**config.mk**
```make
export PLATFORM = sky130hd
export DESIGN_NAME = triangle_grid_binning_unit
export DESIGN_NICKNAME = d
export VERILOG_FILES = /design/src/sv/tgb_pkg.sv /design/src/sv/tgb_index_unit.sv /design/src/sv/tgb_cell_walker.sv /design/src/sv/triangle_grid_binning_unit.sv
export SDC_FILE = /design/constraint.sdc
export NUM_CORES = 1
export LEC_CHECK = 0
export ABC_CLOCK_PERIOD_IN_PS = 18400
export BUFFER_PORTS_ARGS = -buffer_cell sky130_fd_sc_hd__clkbuf_2
export CORE_ASPECT_RATIO = 1.75
export CORE_MARGIN = 3
export CORE_UTILIZATION = 30
export CTS_BUF_LIST = sky130_fd_sc_hd__clkbuf_8
export DETAILED_ROUTE_END_ITERATION = 6
export HOLD_SLACK_MARGIN = 0.08
export SLEW_MARGIN = 10
export SYNTH_ARGS = -nofsm -noshare
export SYNTH_HDL_FRONTEND = slang
export SYNTH_HIERARCHICAL = 1
export SYNTH_SLANG_ARGS = --single-unit
```
**constraint.sdc**
```tcl
create_clock -name clk -period 18.4 [get_ports clk]
set_clock_uncertainty 0.15 [all_clocks]
set_input_delay 1.84 -clock clk [delete_from_list [all_inputs] [get_ports clk]]
set_output_delay 1.84 -clock clk [all_outputs]
set_load 0.01 [all_outputs]
```
**src/sv/tgb_pkg.sv**
```systemverilog
// shared types, constants and helpers for the triangle grid binning unit
package tgb_pkg;

	localparam int VERT_W      = 15;
	localparam int SCALE_W     = 16;
	localparam int DIV_W       = 3;
	localparam int IDX_W       = 2;
	localparam int CELL_W      = 6;
	localparam int CFG_INDEX_W = 2;
	localparam int CFG_DATA_W  = 16;
	localparam int INDEX_SHIFT = 26;
	localparam int NUM_AXES    = 3;
	localparam int MAP_STEPS   = 2 * NUM_AXES;
	localparam int STEP_W      = 3;

	localparam logic [32:0] WORLD_BIAS = 33'd10240;

	localparam logic [DIV_W-1:0]   DIVISIONS_RESET  = 3'd4;
	localparam logic [SCALE_W-1:0] CELL_SCALE_RESET = 16'd13107;

	localparam logic [CFG_INDEX_W-1:0] REG_DIVISIONS  = 2'd0;
	localparam logic [CFG_INDEX_W-1:0] REG_CELL_SCALE = 2'd1;

	typedef logic [IDX_W-1:0] grid_idx_t;

	typedef enum logic [1:0] {
		ST_IDLE,
		ST_MAP,
		ST_HAND
	} tgb_state_t;

	typedef struct packed {
		logic [NUM_AXES-1:0][IDX_W-1:0] lo;
		logic [NUM_AXES-1:0][IDX_W-1:0] hi;
		logic [DIV_W-1:0]               div;
		logic                           clamp;
	} walk_cmd_t;

	function automatic logic [CELL_W-1:0] lin_index(
		input logic [DIV_W-1:0] d,
		input grid_idx_t        i,
		input grid_idx_t        j,
		input grid_idx_t        k
	);
		logic [7:0] dd;
		logic [7:0] sum;
		dd  = 8'(d) * 8'(d);
		sum = 8'(i) + 8'(d) * 8'(j) + dd * 8'(k);
		return sum[CELL_W-1:0];
	endfunction

endpackage

```
**src/sv/tgb_index_unit.sv**
```systemverilog
// shared coordinate to grid index unit: bias, scale multiply, clamp
module tgb_index_unit
	import tgb_pkg::*;
#(
	parameter int COORD_WIDTH = 16
) (
	input  logic                      clk,
	input  logic                      load,
	input  logic signed [VERT_W-1:0]  coord,
	input  logic [SCALE_W-1:0]        scale,
	input  logic [DIV_W-1:0]          div,
	output grid_idx_t                 idx,
	output logic                      clamp
);

	localparam int PW = COORD_WIDTH + SCALE_W;
	localparam int QW = PW - INDEX_SHIFT;
	localparam int CW = QW + DIV_W;

	logic [32:0]            sum;
	logic [COORD_WIDTH-1:0] biased_s1;
	logic [PW-1:0]          prod;
	logic [QW-1:0]          quot;
	logic                   neg;
	logic                   over;
	logic [DIV_W-1:0]       dm1;

	assign sum = {{(33 - VERT_W){coord[VERT_W-1]}}, coord} + WORLD_BIAS;

	always_ff @(posedge clk) begin
		if (load) begin
			biased_s1 <= sum[COORD_WIDTH-1:0];
		end
	end

	assign neg  = biased_s1[COORD_WIDTH-1];
	assign prod = PW'(biased_s1) * PW'(scale);
	assign quot = prod[PW-1:INDEX_SHIFT];
	assign over = CW'(quot) >= CW'(div);
	assign dm1  = div - DIV_W'(1);

	always_comb begin
		if (neg) begin
			idx = '0;
		end else if (over) begin
			idx = dm1[IDX_W-1:0];
		end else begin
			idx = quot[IDX_W-1:0];
		end
	end

	assign clamp = neg | over;

endmodule

```
**src/sv/tgb_cell_walker.sv**
```systemverilog
// walks the covered cell range and drives the result channel
module tgb_cell_walker
	import tgb_pkg::*;
#(
	parameter int TAG_WIDTH = 16
) (
	input  logic                 clk,
	input  logic                 arst_n,
	input  logic                 start,
	input  walk_cmd_t            cmd,
	input  logic [TAG_WIDTH-1:0] tag,
	output logic                 ready,
	output logic                 out_valid,
	input  logic                 out_stall,
	output logic [TAG_WIDTH-1:0] out_tag,
	output logic [CELL_W-1:0]    cell_index,
	output logic                 out_of_range,
	output logic                 last_cell
);

	logic                 valid_q;
	walk_cmd_t            cmd_q;
	logic [TAG_WIDTH-1:0] tag_q;
	grid_idx_t            i_q, j_q, k_q;
	logic [CELL_W-1:0]    cell_q;
	logic                 last_q;
	logic                 xfer;
	grid_idx_t            ni, nj, nk;

	assign xfer  = valid_q & ~out_stall;
	assign ready = ~valid_q | (xfer & last_q);

	always_comb begin
		ni = i_q;
		nj = j_q;
		nk = k_q;
		if (k_q != cmd_q.hi[2]) begin
			nk = k_q + IDX_W'(1);
		end else if (j_q != cmd_q.hi[1]) begin
			nj = j_q + IDX_W'(1);
			nk = cmd_q.lo[2];
		end else begin
			ni = i_q + IDX_W'(1);
			nj = cmd_q.lo[1];
			nk = cmd_q.lo[2];
		end
	end

	always_ff @(posedge clk or negedge arst_n) begin
		if (!arst_n) begin
			valid_q <= 1'b0;
		end else if (start) begin
			valid_q <= 1'b1;
		end else if (xfer && last_q) begin
			valid_q <= 1'b0;
		end
	end

	always_ff @(posedge clk) begin
		if (start) begin
			cmd_q  <= cmd;
			tag_q  <= tag;
			i_q    <= cmd.lo[0];
			j_q    <= cmd.lo[1];
			k_q    <= cmd.lo[2];
			cell_q <= lin_index(cmd.div, cmd.lo[0], cmd.lo[1], cmd.lo[2]);
			last_q <= (cmd.lo == cmd.hi);
		end else if (xfer && !last_q) begin
			i_q    <= ni;
			j_q    <= nj;
			k_q    <= nk;
			cell_q <= lin_index(cmd_q.div, ni, nj, nk);
			last_q <= (ni == cmd_q.hi[0]) && (nj == cmd_q.hi[1]) && (nk == cmd_q.hi[2]);
		end
	end

	assign out_valid    = valid_q;
	assign out_tag      = tag_q;
	assign cell_index   = cell_q;
	assign out_of_range = cmd_q.clamp;
	assign last_cell    = last_q;

endmodule

```
**src/sv/triangle_grid_binning_unit.sv**
```systemverilog
// top level of the triangle grid binning unit: config, sequencer, index unit, walker
//
// One triangle (three vertices, Q5.10, plus a tag) is taken on the input channel
// when in_valid is high and in_stall is low. The unit then runs its bounding box
// through one shared index unit (bias, multiply by cell_scale, shift, clamp), one
// corner coordinate per cycle (six coordinates), and then hands the cell range to
// the walker. The input channel is stalled while mapping and during the hand-off,
// and longer while the hand-off waits for the walker to finish earlier results.
// The walker emits one result per covered cell, one per cycle while out_stall is low;
// the first result is registered by the walker at the hand-off. The last result of a
// triangle has last_cell set, and out_of_range is the same on all of its results.
// While out_stall is high the current result holds, and the next triangle is mapped
// meanwhile but waits in the hand-off state until the walker has sent its last cell.
// Configuration writes (divisions, cell_scale) use cfg_valid/cfg_ready, are always
// accepted, and must only be issued while the unit is idle. Reset clears the
// sequencer and the result valid and loads divisions 4, cell_scale 13107.
module triangle_grid_binning_unit
	import tgb_pkg::*;
#(
	parameter int MAX_DIVISIONS = 4,
	parameter int COORD_WIDTH   = 16,
	parameter int TAG_WIDTH     = 16
) (
	input  logic                          clk,
	input  logic                          arst_n,
	input  logic                          cfg_valid,
	output logic                          cfg_ready,
	input  logic [CFG_INDEX_W-1:0]        cfg_index,
	input  logic [CFG_DATA_W-1:0]         cfg_data,
	input  logic                          in_valid,
	output logic                          in_stall,
	input  logic signed [VERT_W-1:0]      vert_a_x,
	input  logic signed [VERT_W-1:0]      vert_a_y,
	input  logic signed [VERT_W-1:0]      vert_a_z,
	input  logic signed [VERT_W-1:0]      vert_b_x,
	input  logic signed [VERT_W-1:0]      vert_b_y,
	input  logic signed [VERT_W-1:0]      vert_b_z,
	input  logic signed [VERT_W-1:0]      vert_c_x,
	input  logic signed [VERT_W-1:0]      vert_c_y,
	input  logic signed [VERT_W-1:0]      vert_c_z,
	input  logic [TAG_WIDTH-1:0]          tri_tag,
	output logic                          out_valid,
	input  logic                          out_stall,
	output logic [TAG_WIDTH-1:0]          out_tag,
	output logic [CELL_W-1:0]             cell_index,
	output logic                          out_of_range,
	output logic                          last_cell
);

	tgb_state_t state_q, state_d;

	logic [DIV_W-1:0]   div_q;
	logic [SCALE_W-1:0] scale_q;
	logic [DIV_W-1:0]   div_eff;

	logic signed [VERT_W-1:0] ax_q[3];
	logic signed [VERT_W-1:0] ay_q[3];
	logic signed [VERT_W-1:0] az_q[3];
	logic [TAG_WIDTH-1:0]     tag_q;

	logic [STEP_W-1:0]              step_q;
	logic [STEP_W-1:0]              tgt;
	logic [NUM_AXES-1:0][IDX_W-1:0] lo_q, hi_q;
	logic                           flag_q;

	logic                     accept;
	logic                     load;
	logic                     wb;
	logic                     walk_start;
	logic                     walk_ready;
	logic signed [VERT_W-1:0] mn, mx, sel;
	grid_idx_t                idx;
	logic                     clamp;
	walk_cmd_t                cmd;

	assign cfg_ready = 1'b1;

	always_ff @(posedge clk or negedge arst_n) begin
		if (!arst_n) begin
			div_q   <= DIVISIONS_RESET;
			scale_q <= CELL_SCALE_RESET;
		end else if (cfg_valid && cfg_ready) begin
			unique case (cfg_index)
				REG_DIVISIONS:  div_q   <= cfg_data[DIV_W-1:0];
				REG_CELL_SCALE: scale_q <= cfg_data[SCALE_W-1:0];
				default: ;
			endcase
		end
	end

	always_comb begin
		if (div_q == '0) begin
			div_eff = DIV_W'(1);
		end else if (div_q > DIV_W'(MAX_DIVISIONS)) begin
			div_eff = DIV_W'(MAX_DIVISIONS);
		end else begin
			div_eff = div_q;
		end
	end

	always_ff @(posedge clk or negedge arst_n) begin
		if (!arst_n) begin
			state_q <= ST_IDLE;
		end else begin
			state_q <= state_d;
		end
	end

	always_comb begin
		state_d    = state_q;
		in_stall   = 1'b1;
		walk_start = 1'b0;
		unique case (state_q)
			ST_IDLE: begin
				in_stall = 1'b0;
				if (in_valid) begin
					state_d = ST_MAP;
				end
			end
			ST_MAP: begin
				if (step_q == STEP_W'(MAP_STEPS)) begin
					state_d = ST_HAND;
				end
			end
			ST_HAND: begin
				if (walk_ready) begin
					walk_start = 1'b1;
					state_d    = ST_IDLE;
				end
			end
			default: state_d = ST_IDLE;
		endcase
	end

	assign accept = in_valid & ~in_stall;
	assign load   = (state_q == ST_MAP) && (step_q < STEP_W'(MAP_STEPS));
	assign wb     = (state_q == ST_MAP) && (step_q != '0);
	assign tgt    = step_q - STEP_W'(1);

	// min and max over the three vertices of the axis at the head of the rotation
	always_comb begin
		mn = ax_q[0];
		mx = ax_q[0];
		if (ax_q[1] < mn) mn = ax_q[1];
		if (ax_q[2] < mn) mn = ax_q[2];
		if (ax_q[1] > mx) mx = ax_q[1];
		if (ax_q[2] > mx) mx = ax_q[2];
		sel = step_q[0] ? mx : mn;
	end

	always_ff @(posedge clk or negedge arst_n) begin
		if (!arst_n) begin
			step_q <= '0;
		end else if (accept) begin
			step_q <= '0;
		end else if (state_q == ST_MAP) begin
			step_q <= step_q + STEP_W'(1);
		end
	end

	always_ff @(posedge clk) begin
		if (accept) begin
			ax_q[0] <= vert_a_x;
			ax_q[1] <= vert_b_x;
			ax_q[2] <= vert_c_x;
			ay_q[0] <= vert_a_y;
			ay_q[1] <= vert_b_y;
			ay_q[2] <= vert_c_y;
			az_q[0] <= vert_a_z;
			az_q[1] <= vert_b_z;
			az_q[2] <= vert_c_z;
			tag_q   <= tri_tag;
			flag_q  <= 1'b0;
		end else begin
			if (load && step_q[0]) begin
				ax_q <= ay_q;
				ay_q <= az_q;
			end
			if (wb) begin
				if (tgt[0]) begin
					hi_q[tgt[2:1]] <= idx;
				end else begin
					lo_q[tgt[2:1]] <= idx;
				end
				flag_q <= flag_q | clamp;
			end
		end
	end

	tgb_index_unit #(
		.COORD_WIDTH(COORD_WIDTH)
	) u_index (
		.clk   (clk),
		.load  (load),
		.coord (sel),
		.scale (scale_q),
		.div   (div_eff),
		.idx   (idx),
		.clamp (clamp)
	);

	assign cmd.lo    = lo_q;
	assign cmd.hi    = hi_q;
	assign cmd.div   = div_eff;
	assign cmd.clamp = flag_q;

	tgb_cell_walker #(
		.TAG_WIDTH(TAG_WIDTH)
	) u_walker (
		.clk          (clk),
		.arst_n       (arst_n),
		.start        (walk_start),
		.cmd          (cmd),
		.tag          (tag_q),
		.ready        (walk_ready),
		.out_valid    (out_valid),
		.out_stall    (out_stall),
		.out_tag      (out_tag),
		.cell_index   (cell_index),
		.out_of_range (out_of_range),
		.last_cell    (last_cell)
	);

endmodule
```
==> flow_summary_export.csv <==
group,metric,value,unit
drt,avgViaCountPerCell,4.66,
global_route,grt.overflow.total,0,
clocking,cts_inserted_buffers,40,
layout,fin_nets,2717,
worst_setup_path,worstPathArrival,8.29,ns
global_route,grt_max_degree,90,
drt,drcViolationCount,0,
clocking,cts_tree,"yes",
worst_setup_path,startpoint_type,"register",
hold_path,holdPathEnd,"u_walker/out_tag[14]",
synth,synth_warnings,6,
sta,period_needed,8.13,ns
global_route,grt_pass1_wl,85.0,mm
drt,routed_wl,53.2,mm
synth,avgSynthCellArea,10.3,sq um
floorplan,die-area,71800,sq um
sta,slew_headroom,0.125,
worst_setup_path,critical_path.max_stage_delay,0.69,ns
status,status,"completed",
worst_setup_path,r2r-end,"cmd[4]",
hold_path,worstHoldPathCells,0,
place,portBuffers,199,
worst_setup_path,cp_cell_sequence,"and2_1, fa_1, inv_1, fa_1, fa_1, fa_1, inv_1, fa_1, inv_1, fa_1, inv_1, ha_1, a22o_1, a211oi_1, or4_1, a31oi_1, o31ai_1, a211o_1, o311ai_1, ha_1, a21oi_1, o221a_4, mux2i_1",
sta,max_freq,123,MHz
sta,timing_hold_violations_final,0,
synth,synth.ff_latch_count,248,
clocking,hold_buffers,0,
synth,synthArstFlopShare,0.101,
synth,netlist_area,20600,sq um
global_route,grt_usage,0.150,
drt,via_count,14434,
job,cap_violations,0,
clocking,postCtsSetupRepairBufs,0,
sta,grt_setup_unrepaired,"no",
place,dp_hpwl,42.2,mm
floorplan,std_cell_rows,126,
worst_setup_path,r2r_start,"u_index/biased_s1[6]",
global_route,grt_pass1_vias,16151,
synth,ys.flop_type,"edfxtp_1",
worst_setup_path,end_kind,"register",
floorplan,io_pins,201,
layout,drive_above_1_share,0.153,
worst_setup_path,path_class,"register to register",
floorplan,die_height,352,um
clocking,clock_sinks,248,
worst_setup_path,rr_worst_depth,23,
floorplan,core_area,67600,sq um
place,routabilityCongestion,0.961,
clocking,htree_levels,2,
worst_setup_path,cpMostUsedCell,"fa_1",
hold_path,min_from,"tag_q[14]",
drt,ant_nets,0,
clocking,clock_latency,0.59,ns
synth,synth_edf_count,222,
worst_setup_path,cpMaxStageDelayCell,"edfxtp_1",
sta,worst_pin_slew,1.31,ns
hold_path,hp-class,"register to register",
sta,fin_setup_tns,0,ns
sta,final_max_slew_viol_count,0,
drt,drtIter0Drc,696,
sta,setup_viol,0,
worst_setup_path,r2r_slack,10.27,ns
drt,wire_per_inst,17.2,um
clocking,clockBufferDepth,3,
sta,post-route-period-util,0.442,
layout,utilization,0.343,
synth,synthCells,1995,
synth,syn-num-nets,2539,
worst_setup_path,worstPathRequired,18.57,ns
layout,syn2layout_area_growth,12.7,%
drt,drt_first_pass_iters,5,
global_route,antenna_found_initial,4,
worst_setup_path,cp_max_fo,16,
floorplan,start_util,0.304,
clocking,cts-root-buf,"clkbuf_8",
floorplan,die_w,204,um
synth,yosysSeqAreaShare,0.356,
layout,design_area,23200,sq um
place,dpl_cell_area,22400,sq um
clocking,cts.clk_slew.worst_paths,0.06,ns
clocking,cts_resized,0,
synth,ys_types,79,
## sequential cells by signal, indices dropped and copies added (netlist names), 2 cells and up
| signal | cells |
|---|---|
| ax_q | 45 |
| ay_q | 45 |
| az_q | 45 |
| cmd | 12 |
| div_q | 3 |
| scale_q | 16 |
| state_q | 2 |
| step_q | 3 |
| tag_q | 16 |
| u_index/biased_s1 | 16 |
| u_walker/cell_index | 6 |
| u_walker/cmd_q | 13 |
| u_walker/i_q | 2 |
| u_walker/j_q | 2 |
| u_walker/k_q | 2 |
| u_walker/out_tag | 16 |
## area by class of cell
| type | count | area, sq um |
|---|---|---|
| diodes | 2 | 5.00 |
| repair buffers | 205 | 1040 |
| fillers | 6794 | 44500 |
| clock buffers | 43 | 592 |
| clock inverters | 28 | 138 |
| inverters | 298 | 1120 |
| multi-input cells | 1380 | 11800 |
| flip-flops and latches | 248 | 7320 |
| well taps | 896 | 1120 |
## per-layer routing
layer	share of wire	global-route usage	up-vias	routed length, um
met4	0.074	0.0966	4	3940
li1	-	-	6812	-
met5	0.00070	0	-	37
met2	0.53	0.281	462	28300
met3	0.045	0.0217	146	2400
met1	0.35	0.154	7010	18500
## cell usage in the layout, fill, tap and decap left out, types with 20 or more instances in the layout
cell type,n
mux2i_1,36
a21oi_1,68
edfxtp_1,222
clkbuf_8,43
mux2_2,41
xnor2_1,23
nand2_1,444
ha_1,163
fa_1,207
inv_1,309
nand4_1,20
and2_1,134
nor2_1,58
clkbuf_2,199
## cells in the mapped netlist (3+ instances only)
cell,count,area share
clkbuf_1,61,0.011
a211oi_1,7,0.0026
and3_1,4,0.0012
nand3_1,9,0.0022
nor3_1,10,0.0024
ha_1,163,0.099
o31ai_1,3,0.0011
o21ai_1,5,0.0012
inv_1,297,0.054
o21a_1,3,0.0011
nand2_1,446,0.081
nor4_1,3,0.00091
a21o_1,11,0.0040
mux2i_1,36,0.018
or4_1,5,0.0018
xor2_1,14,0.0060
a31oi_1,8,0.0024
a2111oi_0,3,0.0013
o211ai_1,3,0.0011
xnor2_1,23,0.0098
fa_1,207,0.20
nand4_1,20,0.0061
nor2_1,59,0.011
edfxtp_1,222,0.32
nand2b_1,10,0.0030
nor2b_1,12,0.0037
dfrtp_1,16,0.019
o21ai_0,16,0.0039
a21oi_1,68,0.017
nor3b_1,4,0.0015
nand3b_1,4,0.0015
o21bai_1,4,0.0015
dfstp_2,9,0.012
and2_1,134,0.041
mux2_2,41,0.022
buf_6,3,0.0016
## through the flow
stage | setup slack (ns) | instances | hold slack, ns
after floorplan | 11.13 | 1995 | 0.250
after global placement | 10.58 | 3027 | 0.252
after detailed placement | 10.45 | 3027 | 0.255
after CTS | 10.38 | 3098 | 0.264
after global routing | 9.91 | 3099 | 0.262
final | 10.27 | 3100 | 0.266
## how the worst max path moves through the flow
stage | startpoint | to | slack [ns] | depth (start not counted)
after floorplan | scale_q[12] | cmd[11] | 11.13 | 24
after global placement | u_index/biased_s1[9] | cmd[10] | 10.58 | 23
after detailed placement | u_index/biased_s1[6] | cmd[14] | 10.45 | 23
after CTS | u_index/biased_s1[6] | cmd[10] | 10.38 | 23
after global routing | u_index/biased_s1[10] | cmd[4] | 9.91 | 23
final | u_index/biased_s1[6] | cmd[4] | 10.27 | 23
## critical path, delay by kind of cell (launching register included)
kind                       cells  cell delay, ns
AOI/OAI and AO/OA              8            1.71
DFF                            1            0.69
and+or+nand+nor                2            0.83
muxes                          1            0.41
buffers and inverters          4            0.25
adders and majority gates      8            3.83
## kinds of logic after synthesis
group | count (synthesis) | share of synthesized area
adder cells (fa/ha/maj) | 371 | 0.301
flip-flops | 248 | 0.356
multiplexers | 80 | 0.0426
XOR/XNOR | 39 | 0.0177
buffers and inverters | 367 | 0.0692
other | 1 | 0.000182
AND/OR/NAND/NOR | 730 | 0.162
AO/OA/AOI/OAI | 159 | 0.0512
Power is left out: the tool's default activity adds up to more than one toggle a clock period on the data nets, which glitch-free logic cannot reach.
